## config.mk

```make
export PLATFORM = sky130hd
export DESIGN_NAME = nine_patch_source_mapper_flat
export DESIGN_NICKNAME = d
export VERILOG_FILES = /design/src/hdl/npsm_pkg.sv /design/src/hdl/npsm_if.sv /design/src/hdl/npsm_cfg.sv /design/src/hdl/npsm_mod.sv /design/src/hdl/nine_patch_source_mapper.sv /design/src/flat_wrapper.sv
export VERILOG_INCLUDE_DIRS = /design/src /design/src/hdl
export SDC_FILE = /design/constraint.sdc
export NUM_CORES = 2
export LEC_CHECK = 0
export ABC_AREA = 1
export BUFFER_PORTS_ARGS = -buffer_cell sky130_fd_sc_hd__buf_2
export CAP_MARGIN = 20
export CORE_AREA = 2 2 541 543
export CTS_BUF_LIST = sky130_fd_sc_hd__clkbuf_8
export CTS_CLUSTER_SIZE = 25
export DETAILED_ROUTE_END_ITERATION = 8
export DIE_AREA = 0 0 543 545
export GPL_ROUTABILITY_DRIVEN = 0
export GPL_TIMING_DRIVEN = 0
export PLACE_DENSITY = 0.59
export SYNTH_ARGS = -nofsm -noshare
export SYNTH_HDL_FRONTEND = slang
export SYNTH_SLANG_ARGS = --single-unit
```

## constraint.sdc

```tcl
create_clock -name clk -period 65.7 [get_ports clk]
set_input_delay 3.285 -clock clk [delete_from_list [all_inputs] [get_ports clk]]
set_output_delay 3.285 -clock clk [all_outputs]
set_load 0.01 [all_outputs]
```

## src/hdl/nine_patch_source_mapper_defines.svh

```systemverilog
// Assertion macros shared by the nine-patch source mapper RTL.
// No dependencies; included by the files that assert.
`ifndef NINE_PATCH_SOURCE_MAPPER_DEFINES_SVH
`define NINE_PATCH_SOURCE_MAPPER_DEFINES_SVH
`ifndef ASSERT_OFF
`define NPSM_ASSERT(label, clk, rst_n, prop, msg) \
	label: assert property (@(posedge clk) disable iff (!rst_n) prop) else $error(msg);
`define NPSM_ASSERT_RST(label, clk, prop, msg) \
	label: assert property (@(posedge clk) prop) else $error(msg);
`else
`define NPSM_ASSERT(label, clk, rst_n, prop, msg)
`define NPSM_ASSERT_RST(label, clk, prop, msg)
`endif
`endif

```

## src/hdl/npsm_pkg.sv

```systemverilog
// Package for the nine-patch source mapper: widths, codes and shared types.
// No dependencies.
package npsm_pkg;
	localparam int ADDR_W     = 18;
	localparam int COORD_W    = 16;
	localparam int MARGIN_W   = 8;
	localparam int MOD_STAGES = COORD_W;
	localparam int unsigned VRAM_BYTES = 262144;

	localparam logic [2:0] REG_SPRITE_BASE   = 3'd0;
	localparam logic [2:0] REG_SPRITE_WIDTH  = 3'd1;
	localparam logic [2:0] REG_SPRITE_HEIGHT = 3'd2;
	localparam logic [2:0] REG_MARGIN_WIDTH  = 3'd3;
	localparam logic [2:0] REG_CORNER_HEIGHT = 3'd4;
	localparam logic [2:0] REG_DEST_WIDTH    = 3'd5;
	localparam logic [2:0] REG_DEST_HEIGHT   = 3'd6;
	localparam logic [2:0] REG_PIXEL_BYTES   = 3'd7;

	localparam logic [1:0] ST_OK      = 2'd0;
	localparam logic [1:0] ST_INVALID = 2'd1;
	localparam logic [1:0] ST_OUTSIDE = 2'd2;

	typedef struct packed {
		logic [ADDR_W-1:0]   sprite_base;
		logic [COORD_W-1:0]  sprite_width;
		logic [MARGIN_W-1:0] margin_width;
		logic [MARGIN_W-1:0] corner_height;
		logic [COORD_W-1:0]  dest_width;
		logic [COORD_W-1:0]  dest_height;
		logic [COORD_W-1:0]  mid_sw;
		logic [COORD_W-1:0]  mid_sh;
		logic                wide;
		logic                invalid;
	} cfg_t;

	typedef struct packed {
		logic               mid_x;
		logic [COORD_W-1:0] alt_x;
		logic               mid_y;
		logic [COORD_W-1:0] alt_y;
		logic               outside;
		logic [COORD_W-1:0] screen_x;
		logic [COORD_W-1:0] screen_y;
	} side_t;
endpackage

```

## src/hdl/npsm_if.sv

```systemverilog
// Channel interfaces of the nine-patch source mapper.
// No dependencies.
interface npsm_in_if;
	logic               valid;
	logic               ready;
	logic        [15:0] rel_x;
	logic        [15:0] rel_y;
	logic signed [15:0] origin_x;
	logic signed [15:0] origin_y;
	modport source (output valid, rel_x, rel_y, origin_x, origin_y, input ready);
	modport sink (input valid, rel_x, rel_y, origin_x, origin_y, output ready);
endinterface

interface npsm_out_if;
	logic               valid;
	logic               ready;
	logic        [17:0] source_address;
	logic signed [15:0] screen_x;
	logic signed [15:0] screen_y;
	logic        [1:0]  status;
	modport source (output valid, source_address, screen_x, screen_y, status, input ready);
	modport sink (input valid, source_address, screen_x, screen_y, status, output ready);
endinterface

interface npsm_cfg_if;
	logic        valid;
	logic        ready;
	logic [2:0]  index;
	logic [17:0] data;
	modport source (output valid, index, data, input ready);
	modport sink (input valid, index, data, output ready);
endinterface

```

## src/hdl/npsm_cfg.sv

```systemverilog
// Configuration registers and derived settings checks.
// Depends on npsm_pkg and npsm_cfg_if.
module npsm_cfg import npsm_pkg::*; (
	input  logic       clk,
	input  logic       arst_n,
	npsm_cfg_if.sink   cfg,
	output cfg_t       settings
);
	logic [ADDR_W-1:0]    sprite_base_q;
	logic [COORD_W-1:0]   sprite_width_q, sprite_height_q, dest_width_q, dest_height_q;
	logic [MARGIN_W-1:0]  margin_width_q, corner_height_q;
	logic [1:0]           pixel_bytes_q;
	logic [2*COORD_W-1:0] size_q;
	logic                 invalid_q;
	logic [MARGIN_W:0]    two_cw, two_ch;
	logic                 geom_bad, mid_bad, wide;
	logic [33:0]          end_addr;

	assign cfg.ready = 1'b1;

	always_ff @(posedge clk or negedge arst_n) begin
		if (!arst_n) begin
			sprite_base_q   <= '0;
			sprite_width_q  <= '0;
			sprite_height_q <= '0;
			margin_width_q  <= '0;
			corner_height_q <= '0;
			dest_width_q    <= '0;
			dest_height_q   <= '0;
			pixel_bytes_q   <= 2'd1;
		end else if (cfg.valid) begin
			unique case (cfg.index)
				REG_SPRITE_BASE:   sprite_base_q   <= cfg.data;
				REG_SPRITE_WIDTH:  sprite_width_q  <= cfg.data[COORD_W-1:0];
				REG_SPRITE_HEIGHT: sprite_height_q <= cfg.data[COORD_W-1:0];
				REG_MARGIN_WIDTH:  margin_width_q  <= cfg.data[MARGIN_W-1:0];
				REG_CORNER_HEIGHT: corner_height_q <= cfg.data[MARGIN_W-1:0];
				REG_DEST_WIDTH:    dest_width_q    <= cfg.data[COORD_W-1:0];
				REG_DEST_HEIGHT:   dest_height_q   <= cfg.data[COORD_W-1:0];
				REG_PIXEL_BYTES:   pixel_bytes_q   <= cfg.data[1:0];
				default: ;
			endcase
		end
	end

	assign wide   = (pixel_bytes_q == 2'd2);
	assign two_cw = {margin_width_q, 1'b0};
	assign two_ch = {corner_height_q, 1'b0};
	assign geom_bad = (sprite_width_q < COORD_W'(two_cw)) || (sprite_height_q < COORD_W'(two_ch))
		|| (dest_width_q < COORD_W'(two_cw)) || (dest_height_q < COORD_W'(two_ch));
	assign mid_bad = ((sprite_width_q == COORD_W'(two_cw)) && (dest_width_q != COORD_W'(two_cw)))
		|| ((sprite_height_q == COORD_W'(two_ch)) && (dest_height_q != COORD_W'(two_ch)));
	assign end_addr = 34'(sprite_base_q) + (34'(size_q) << wide);

	always_ff @(posedge clk or negedge arst_n) begin
		if (!arst_n) begin
			size_q    <= '0;
			invalid_q <= 1'b0;
		end else begin
			size_q    <= sprite_width_q * sprite_height_q;
			invalid_q <= geom_bad || mid_bad || (end_addr > 34'(VRAM_BYTES));
		end
	end

	always_comb begin
		settings.sprite_base   = sprite_base_q;
		settings.sprite_width  = sprite_width_q;
		settings.margin_width  = margin_width_q;
		settings.corner_height = corner_height_q;
		settings.dest_width    = dest_width_q;
		settings.dest_height   = dest_height_q;
		settings.mid_sw        = sprite_width_q - COORD_W'(two_cw);
		settings.mid_sh        = sprite_height_q - COORD_W'(two_ch);
		settings.wide          = wide;
		settings.invalid       = invalid_q;
	end
endmodule

```

## src/hdl/npsm_mod.sv

```systemverilog
// Pipelined restoring remainder: one quotient bit per stage.
// Depends on npsm_pkg.
module npsm_mod import npsm_pkg::*; (
	input  logic               clk,
	input  logic               en,
	input  logic [COORD_W-1:0] num,
	input  logic [COORD_W-1:0] div,
	output logic [COORD_W-1:0] rem
);
	logic [COORD_W-1:0] rem_s [MOD_STAGES];
	logic [COORD_W-1:0] num_s [MOD_STAGES];
	logic [COORD_W-1:0] rem_nx [MOD_STAGES];
	logic [COORD_W-1:0] num_nx [MOD_STAGES];

	always_comb begin
		logic [COORD_W:0]   t;
		logic [COORD_W-1:0] r_in, n_in;
		for (int i = 0; i < MOD_STAGES; i++) begin
			r_in = (i == 0) ? '0 : rem_s[i-1];
			n_in = (i == 0) ? num : num_s[i-1];
			t = {r_in, n_in[COORD_W-1]};
			if (t >= {1'b0, div})
				t = t - {1'b0, div};
			rem_nx[i] = t[COORD_W-1:0];
			num_nx[i] = {n_in[COORD_W-2:0], 1'b0};
		end
	end

	always_ff @(posedge clk) begin
		if (en) begin
			rem_s <= rem_nx;
			num_s <= num_nx;
		end
	end

	assign rem = rem_s[MOD_STAGES-1];
endmodule

```

## src/hdl/nine_patch_source_mapper.sv

```systemverilog
// Nine-patch source mapper: one destination pixel per clock while the output is not
// stalled, mapped to its source byte address. The pipeline is an entry stage, sixteen
// remainder stages (one per coordinate bit) that tile the middle region, a multiply
// stage and the output register. Settings settle through registered checks after a write.
// Depends on npsm_pkg, the interfaces, npsm_cfg and npsm_mod.
`include "nine_patch_source_mapper_defines.svh"
module nine_patch_source_mapper import npsm_pkg::*; (
	input  logic       clk,
	input  logic       arst_n,
	npsm_cfg_if.sink   cfg,
	npsm_in_if.sink    pix_in,
	npsm_out_if.source pix_out
);
	cfg_t                 settings;
	logic                 en;
	logic                 v_s1, v_s18, v_s19;
	logic [MOD_STAGES-1:0] v_smod;
	side_t                side_s1, side_s18;
	side_t                side_smod [MOD_STAGES];
	logic [COORD_W-1:0]   dx_s1, dy_s1, rem_x, rem_y;
	logic [2*COORD_W-1:0] prod_s18;
	logic [COORD_W-1:0]   sx_s18, sx, sy;
	side_t                side_in;
	logic [ADDR_W-1:0]    lin, scaled, addr_s19;
	logic [1:0]           status_s19;
	logic [COORD_W-1:0]   scr_x_s19, scr_y_s19;
	logic [COORD_W:0]     mid_end_x, mid_end_y;
	logic                 lead_x, lead_y;
	side_t                side_last;

	npsm_cfg u_cfg (.clk(clk), .arst_n(arst_n), .cfg(cfg), .settings(settings));

	assign en = !v_s19 || pix_out.ready;
	assign pix_in.ready = en;

	always_comb begin
		mid_end_x = {1'b0, settings.dest_width} - {9'b0, settings.margin_width};
		mid_end_y = {1'b0, settings.dest_height} - {9'b0, settings.corner_height};
		lead_x = pix_in.rel_x < COORD_W'(settings.margin_width);
		lead_y = pix_in.rel_y < COORD_W'(settings.corner_height);
		side_in.mid_x = !lead_x && ({1'b0, pix_in.rel_x} < mid_end_x);
		side_in.mid_y = !lead_y && ({1'b0, pix_in.rel_y} < mid_end_y);
		side_in.alt_x = lead_x ? pix_in.rel_x
			: pix_in.rel_x + settings.sprite_width - settings.dest_width;
		side_in.alt_y = lead_y ? pix_in.rel_y
			: pix_in.rel_y + settings.mid_sh + COORD_W'({settings.corner_height, 1'b0})
			- settings.dest_height;
		side_in.outside = (pix_in.rel_x >= settings.dest_width)
			|| (pix_in.rel_y >= settings.dest_height);
		side_in.screen_x = pix_in.rel_x + COORD_W'(pix_in.origin_x);
		side_in.screen_y = pix_in.rel_y + COORD_W'(pix_in.origin_y);
	end

	always_ff @(posedge clk) begin
		if (en) begin
			side_s1 <= side_in;
			dx_s1   <= pix_in.rel_x - COORD_W'(settings.margin_width);
			dy_s1   <= pix_in.rel_y - COORD_W'(settings.corner_height);
		end
	end

	npsm_mod u_mod_x (.clk(clk), .en(en), .num(dx_s1), .div(settings.mid_sw), .rem(rem_x));
	npsm_mod u_mod_y (.clk(clk), .en(en), .num(dy_s1), .div(settings.mid_sh), .rem(rem_y));

	always_ff @(posedge clk) begin
		if (en) begin
			side_smod[0] <= side_s1;
			for (int i = 1; i < MOD_STAGES; i++)
				side_smod[i] <= side_smod[i-1];
		end
	end

	assign side_last = side_smod[MOD_STAGES-1];

	always_comb begin
		sx = side_last.alt_x;
		sy = side_last.alt_y;
		if (side_last.mid_x)
			sx = COORD_W'(settings.margin_width)
				+ ((settings.mid_sw == '0) ? '0 : rem_x);
		if (side_last.mid_y)
			sy = COORD_W'(settings.corner_height)
				+ ((settings.mid_sh == '0) ? '0 : rem_y);
	end

	always_ff @(posedge clk) begin
		if (en) begin
			prod_s18 <= sy * settings.sprite_width;
			sx_s18   <= sx;
			side_s18 <= side_last;
		end
	end

	assign lin    = prod_s18[ADDR_W-1:0] + ADDR_W'(sx_s18);
	assign scaled = settings.wide ? {lin[ADDR_W-2:0], 1'b0} : lin;

	always_ff @(posedge clk) begin
		if (en) begin
			scr_x_s19 <= side_s18.screen_x;
			scr_y_s19 <= side_s18.screen_y;
			if (settings.invalid) begin
				status_s19 <= ST_INVALID;
				addr_s19   <= '0;
			end else if (side_s18.outside) begin
				status_s19 <= ST_OUTSIDE;
				addr_s19   <= '0;
			end else begin
				status_s19 <= ST_OK;
				addr_s19   <= scaled + settings.sprite_base;
			end
		end
	end

	always_ff @(posedge clk or negedge arst_n) begin
		if (!arst_n) begin
			v_s1   <= 1'b0;
			v_smod <= '0;
			v_s18  <= 1'b0;
			v_s19  <= 1'b0;
		end else if (en) begin
			v_s1   <= pix_in.valid;
			v_smod <= {v_smod[MOD_STAGES-2:0], v_s1};
			v_s18  <= v_smod[MOD_STAGES-1];
			v_s19  <= v_s18;
		end
	end

	assign pix_out.valid          = v_s19;
	assign pix_out.source_address = addr_s19;
	assign pix_out.screen_x       = scr_x_s19;
	assign pix_out.screen_y       = scr_y_s19;
	assign pix_out.status         = status_s19;

	`NPSM_ASSERT(a_status_code, clk, arst_n, v_s19 |-> (status_s19 != 2'd3), "bad status code")
	`NPSM_ASSERT(a_err_addr, clk, arst_n, (v_s19 && status_s19 != ST_OK) |-> (addr_s19 == '0), "address on error")
	`NPSM_ASSERT(a_stall_hold, clk, arst_n, (v_s19 && !pix_out.ready) |=> (v_s19 && $stable(addr_s19) && $stable(status_s19)), "output changed in stall")
	`NPSM_ASSERT_RST(a_reset_empty, clk, !arst_n |=> (!v_s1 && !v_s19), "valid during reset")
endmodule

```

## src/flat_wrapper.sv

```systemverilog
// flat-port wrapper written by rule: the top's interface ports become plain ports
module nine_patch_source_mapper_flat import npsm_pkg::*;
  (clk, arst_n, cfg_valid, cfg_index, cfg_data, cfg_ready, pix_in_valid, pix_in_rel_x, pix_in_rel_y, pix_in_origin_x, pix_in_origin_y, pix_in_ready, pix_out_valid, pix_out_source_address, pix_out_screen_x, pix_out_screen_y, pix_out_status, pix_out_ready);
  npsm_cfg_if cfg_i ();
  npsm_in_if pix_in_i ();
  npsm_out_if pix_out_i ();
  input  logic clk;
  input  logic arst_n;
  input wire logic [$bits(cfg_i.valid)-1:0] cfg_valid;
  input wire logic [$bits(cfg_i.index)-1:0] cfg_index;
  input wire logic [$bits(cfg_i.data)-1:0] cfg_data;
  output wire logic [$bits(cfg_i.ready)-1:0] cfg_ready;
  input wire logic [$bits(pix_in_i.valid)-1:0] pix_in_valid;
  input wire logic [$bits(pix_in_i.rel_x)-1:0] pix_in_rel_x;
  input wire logic [$bits(pix_in_i.rel_y)-1:0] pix_in_rel_y;
  input wire logic [$bits(pix_in_i.origin_x)-1:0] pix_in_origin_x;
  input wire logic [$bits(pix_in_i.origin_y)-1:0] pix_in_origin_y;
  output wire logic [$bits(pix_in_i.ready)-1:0] pix_in_ready;
  output wire logic [$bits(pix_out_i.valid)-1:0] pix_out_valid;
  output wire logic [$bits(pix_out_i.source_address)-1:0] pix_out_source_address;
  output wire logic [$bits(pix_out_i.screen_x)-1:0] pix_out_screen_x;
  output wire logic [$bits(pix_out_i.screen_y)-1:0] pix_out_screen_y;
  output wire logic [$bits(pix_out_i.status)-1:0] pix_out_status;
  input wire logic [$bits(pix_out_i.ready)-1:0] pix_out_ready;
  assign cfg_i.valid = cfg_valid;
  assign cfg_i.index = cfg_index;
  assign cfg_i.data = cfg_data;
  assign cfg_ready = cfg_i.ready;
  assign pix_in_i.valid = pix_in_valid;
  assign pix_in_i.rel_x = pix_in_rel_x;
  assign pix_in_i.rel_y = pix_in_rel_y;
  assign pix_in_i.origin_x = pix_in_origin_x;
  assign pix_in_i.origin_y = pix_in_origin_y;
  assign pix_in_ready = pix_in_i.ready;
  assign pix_out_valid = pix_out_i.valid;
  assign pix_out_source_address = pix_out_i.source_address;
  assign pix_out_screen_x = pix_out_i.screen_x;
  assign pix_out_screen_y = pix_out_i.screen_y;
  assign pix_out_status = pix_out_i.status;
  assign pix_out_i.ready = pix_out_ready;
  nine_patch_source_mapper u_core (.clk(clk), .arst_n(arst_n), .cfg(cfg_i), .pix_in(pix_in_i), .pix_out(pix_out_i));
endmodule
```

# Yosys cells after proc, flatten, opt, wreduce, memory -nomap -nowiden
# Memory sizes are Yosys's and may differ from the RTL's.
# Index checks and enable logic that the tools add are counted.
op_classes:
  mux: 42
  n_reduce_logical: 27
  add_sub_neg: 50
  n_lt_le_gt_ge: 43
  n_shift: 1
  n_eq_ne: 12
  div_mod_pow: 0
  n_bitwise: 0
  mul: 2
op_table:
  columns: ["operator", "n"]
  rows:
  - ["two-way mux 16 bit", 36]
  - ["subtractor 16 bit", 32]
  - ["greater-or-equal comparator 17 x 16 -> 1 bit", 30]
  - ["adder 16 bit", 4]
  - ["< comparator 16 x 9 -> 1 bit", 4]
  - ["adder 18 x 34 -> 34 bit", 1]
  - ["greater-than comparator 34 x 19 -> 1 bit, second input constant", 1]
  - ["< comparator 16 x 17 -> 1 bit", 2]
  - ["<< shifter 32 x 1 -> 34 bit", 1]
  - ["subtractor 16 x 8 -> 17 bit", 2]
  - ["adder 8 x 16 -> 16 bit", 2]
  - ["== test 16 x 9 -> 1 bit", 2]
  - ["greater-or-equal comparator 1 x 16 -> 1 bit", 2]
  - ["greater-or-equal comparator 16 bit", 2]
  - ["zero test 16 bit", 2]
  - ["< comparator 16 x 8 -> 1 bit", 2]
  - ["multiplier 16 x 16 -> 32 bit", 1]
  - ["inequality test 16 x 9 -> 1 bit", 2]
  - ["subtractor 1 x 16 -> 16 bit", 2]
  - ["subtractor 16 x 8 -> 16 bit", 2]
  - ["subtractor 16 x 9 -> 16 bit", 2]
  - ["adder 18 x 16 -> 18 bit", 1]
  - ["adder 18 bit", 1]
  - ["multiplier 16 x 16 -> 18 bit", 1]
  - ["other kinds (14)", 40]
word_totals:
  output_inout_bits: 55
  in_bits: 90
  ff_bits: 1122
  latchBits: 0
  word_cells: 274
  mem_count: 1
  ram_bits: 1072
  rom_bits: 0
memory_table:
  columns: ["name", "words", "width", "read_ports", "rd_ports_with_merged_regs", "wr", "line_no", "text"]
  rows:
  - ["u_core.side_smod", 16, 67, 16, 0, 16, "nine_patch_source_mapper.sv:19", "side_t side_smod [MOD_STAGES];"]

# Logic depth before layout (Yosys ltp)
logic_depth:
  word_depth: 6
  mapped_depth: 71
  depth_no_buf: 67

# Modules after synthesis
# Synthesis repeated with hierarchy kept, for this count alone.
hier_totals:
  hier_cells: 14373
  hier_area_um2: 132393.2
modules_own_cells:
  columns: ["mod", "n_inst", "cells_each", "seq_area_each_um2", "area_per_inst_um2"]
  rows:
  - ["nine_patch_source_mapper", 1, 3653, 39212.6, 54787.5]
  - ["npsm_mod at u_core.u_mod_x", 1, 4212, 11290.8, 30302.8]
  - ["npsm_mod at u_core.u_mod_y", 1, 4147, 11290.8, 30038.8]
  - ["npsm_cfg", 1, 2361, 3329.4, 17264.1]

# Worst setup path after synthesis
# OpenSTA, ideal clock, no wires.
synth_timing:
  path_kind: "in2reg"
  from: "input port pix_out_ready"
  to: "register u_core.v_smod[0]"
  path_stages: 4
  n_path_buf: 1
  setup_ns: 2.249
  t_arrival_ns: 60.392
  path_slack_ns: 3.059
  required_ns: 63.451
  path_cell_list: "inv_1 nand2_1 clkbuf_1 a21oi_1"
synth_between:
  elab_chain_len: 1
synth_rtl:
  columns: ["element", "line_no", "text"]
  rows:
  - ["start, declared", "flat_wrapper.sv:24", "input wire logic [$bits(pix_out_i.ready)-1:0] pix_out_ready;"]
  - ["logical OR 1 bit", "nine_patch_source_mapper.sv:33", "assign en = !v_s19 || pix_out.ready;"]
  - ["via pix_in_ready", "flat_wrapper.sv:18", "output wire logic [$bits(pix_in_i.ready)-1:0] pix_in_ready;"]
  - ["end signal, assigned", "nine_patch_source_mapper.sv:122", "v_smod <= {v_smod[MOD_STAGES-2:0], v_s1};"]
  - ["end, declared", "nine_patch_source_mapper.sv:17", "logic [MOD_STAGES-1:0] v_smod;"]
# The timed path passes the listed nets, and every way through them passes these cells.
# A chain may end at the register's enable or synchronous reset.

# Worst setup path after layout
layout_timing:
  from: "register u_core.u_cfg.sprite_height_q[1]"
  to: "register u_core.prod_s18[17] (data pin)"
layout_between:
  elab_chain_len: 6
layout_rtl:
  columns: ["element", "line_no", "text"]
  rows:
  - ["start, declared", "npsm_cfg.sv:10", "logic [COORD_W-1:0] sprite_width_q, sprite_height_q, dest_width_q, dest_height_q;"]
  - ["start signal, assigned", "npsm_cfg.sv:35", "REG_SPRITE_HEIGHT: sprite_height_q <= cfg.data[COORD_W-1:0];"]
  - ["subtractor 16 x 9 -> 16 bit", "npsm_cfg.sv:73", "settings.mid_sh = sprite_height_q - COORD_W'(two_ch);"]
  - ["zero test 16 bit", "nine_patch_source_mapper.sv:83", "+ ((settings.mid_sh == '0) ? '0 : rem_y);"]
  - ["two-way mux 16 bit", "nine_patch_source_mapper.sv:83", null]
  - ["adder 8 x 16 -> 16 bit", "nine_patch_source_mapper.sv:83", null]
  - ["two-way mux 16 bit", "nine_patch_source_mapper.sv:81", "if (side_last.mid_y)"]
  - ["multiplier 16 x 16 -> 18 bit", "nine_patch_source_mapper.sv:88", "prod_s18 <= sy * settings.sprite_width;"]
  - ["end signal, assigned", "nine_patch_source_mapper.sv:88", null]
  - ["end, declared", "nine_patch_source_mapper.sv:21", "logic [2*COORD_W-1:0] prod_s18;"]
# No other way between the ends.

==> impl_metrics.json <==
{
  "run_status": "complete, no violations",
  "clk_path_buf_depth": 4,
  "drc_errors": 0,
  "postSynthRegisterBits": 2194,
  "fin_setup_tns_ps": 0,
  "worst-path-buf-inv": 16,
  "synthArstFlopShare": 0.0693,
  "relSlewSlack": 0.287,
  "grt_pass1_wl_mm": 422,
  "first_iter_violations": 5836,
  "drive_above_1_share": 0.0791,
  "synth_cell_types": 66,
  "die_w_um": 543,
  "vias": 75700,
  "maxCapViolCount": 0,
  "clock.fmax_mhz": 79.3,
  "cts_tree": "yes",
  "synth-edff-count": 2042,
  "rsz0062_at_grt": "false",
  "ys.flop_type": "edfxtp_1",
  "start_kind": "flop",
  "antenna_found_initial": 20,
  "cp_top_family": "adder cells",
  "die_y_um": 545,
  "clock_latency_ps": 1080,
  "overflow": 0,
  "yosysWarnings": 0,
  "grt_max_degree": 114,
  "ios": 145,
  "die_area_sq_um": 296000,
  "hold_class": "reg2reg",
  "cts_buffers": 372,
  "synth_nets": 11400,
  "fp.coreArea_sq_um": 290000,
  "dp_cells": 14100,
  "critPathKind": "reg2reg",
  "synthCells": 9989,
  "worst_path_most_repeated_cell": "inv_1",
  "post_drt_wl_per_cell_um": 18.4,
  "final-instance-count-excl-fill": 14800,
  "grtUsageTotal": 0.182,
  "worstPathMaxFanout": 18,
  "cts_resized": 0,
  "clk_pin_slew_worst_paths_ps": 60,
  "fin_crit_ps": 12610,
  "cts_root_buffer": "clkbuf_8",
  "cp.arrival_ps": 13390,
  "worst_path_max_delay_cell": "inv_1",
  "grt_pass1_vias": 76100,
  "hold_viol": 0,
  "end_kind": "flop",
  "fin_nets": 11900,
  "hold_buffers": 0,
  "clock-sinks": 2194,
  "rows": 198,
  "drt_pre_antenna_iters": 6,
  "cpPeakStageDelay_ps": 790,
  "area_growth_pct": 12.4,
  "vias_per_cell": 5.12,
  "slew_viol_final": 0,
  "drt_wl_total_mm": 272,
  "r2r_slack_ps": 53090,
  "port_buffers": 143,
  "setup_viol": 0,
  "fin_skew_ps": 82.6,
  "ys_seq_area_frac": 0.564,
  "netlist_area_sq_um": 115000,
  "cts_htree_levels": 5,
  "fin_crit_sh": 0.192,
  "avgSynthCellArea_sq_um": 11.6,
  "critPathRequiredTime_ps": 66480,
  "hpwl_mm": 201,
  "ant_nets": 0,
  "initial_core_util": 0.398,
  "tightest_slew_ps": 1070,
  "postCtsSetupRepairBufs": 0
}
[cells by family (layout without fill, tap and decap cells)]
logic type / count (synthesis) / in the layout / synth area share
other cells: 1 / 15 / 0.0000325
compound gates: 1743 / 1743 / 0.0809
buf+inv: 1290 / 2159 / 0.0433
fa+ha+maj: 1283 / 1283 / 0.164
simple gates: 2865 / 2865 / 0.101
mux: 5 / 5 / 0.000466
xor+xnor: 608 / 608 / 0.0462
flops: 2194 / 2194 / 0.564
[registers in the layout, summed over array words and instances (netlist names), 18 cells and up]
register                       cells
u_core.u_mod_x.rem_s             240
u_core.u_mod_y.rem_s             240
u_core.prod_s18                   18
u_core.side_smod                1072
u_core.side_s1                    67
u_core.u_cfg.sprite_base_q        18
u_core.side_s18                   33
u_core.u_mod_y.num_nx            105
u_core.pix_out.source_address     18
u_core.u_mod_x.num_nx            105
u_core.u_cfg.size_q               32
[layout by cell type (no fill, tap or decap), types with 114 or more instances in the layout]
| master | netlist | layout |
|---|---|---|
| edfxtp_1 | 2042 | 2042 |
| nand2_1 | 1549 | 1545 |
| inv_1 | 1060 | 1164 |
| a21oi_1 | 1094 | 1094 |
| ha_1 | 901 | 901 |
| nor2_1 | 816 | 815 |
| clkbuf_8 | 0 | 382 |
| fa_1 | 382 | 381 |
| o21ai_0 | 349 | 349 |
| xor2_1 | 310 | 305 |
| nand3_1 | 302 | 302 |
| xnor2_1 | 297 | 291 |
| buf_2 | 79 | 222 |
| dfrtp_1 | 151 | 151 |
| clkbuf_1 | 115 | 114 |
[cell type report]
cell class | count | area [sq um]
clock inverter | 275 | 1650
buffer | 211 | 940
inverter | 1079 | 4060
multi-input combinational | 6505 | 45500
sequential | 2194 | 65100
clock buffer | 382 | 5260
antenna | 14 | 35.0
tap | 3900 | 4880
timing repair buffer | 212 | 2350
fill | 26300 | 160000
[routing by layer]
metal | up-vias | global-route usage | part of all wire
met5 | - | 0 | 0.000048
li1 | 35800 | - | -
met1 | 36900 | 0.233 | 0.42
met3 | 558 | 0.0291 | 0.060
met2 | 2379 | 0.308 | 0.48
met4 | 2 | 0.0752 | 0.041
[stage by stage]
stage          cell area, sq um  utilization  hold slack (ps)  setup WS [ps]
6_report                 130000        0.447              348          53090
2_1_floorplan            115000            -              400           3060
3_5_place_dp             123000        0.423              405          53070
5_1_grt                  130000        0.447              355          52220
4_1_cts                  130000        0.447              344          53000
3_3_place_gp             121000        0.417              401         -24490
[cells in the mapped netlist, types with 22 or more instances]
cell	count	area [sq um]
a21o_1	38	285
nand4_1	35	219
inv_1	1060	3980
o21ai_1	74	370
clkbuf_1	115	432
xnor2_1	297	2600
ha_1	901	11300
nand3_1	302	1510
xor2_1	310	2720
o21bai_1	70	526
fa_1	382	7650
nand2_1	1549	5810
edfxtp_1	2042	61300
nor4_1	36	225
o21ai_0	349	1750
nor3_1	60	300
nor2_1	816	3060
buf_2	79	395
a21oi_1	1094	5480
a311oi_1	28	245
a31oi_1	22	138
dfrtp_1	151	3780
[worst register-to-register path, delay by kind of cell (launching register included)]
family / cells / cell delay [ps]
simple gates: 21 / 2290
buf+inv: 16 / 3130
flops: 1 / 320
compound gates: 5 / 770
xor+xnor: 3 / 1250
fa+ha+maj: 11 / 4590
[worst paths after layout]
kind | from | to | cells past startpoint
max in group asynchronous | arst_n | u_core.u_cfg.dest_height_q[8] | 2
hold / removal | u_core.u_mod_x.num_nx[213] | u_core.u_mod_x.num_nx[198] | 0
min in group asynchronous | arst_n | u_core.v_smod[1] | 1
setup / recovery | u_core.u_cfg.sprite_height_q[1] | u_core.prod_s18[17] | 56
setup reg to reg | u_core.u_cfg.sprite_height_q[1] | u_core.prod_s18[17] | 56
hold reg to reg | u_core.u_mod_x.num_nx[213] | u_core.u_mod_x.num_nx[198] | 0
Power is not shown: default switching activity piles up to over one toggle a cycle in this logic, so the estimate is an artifact.
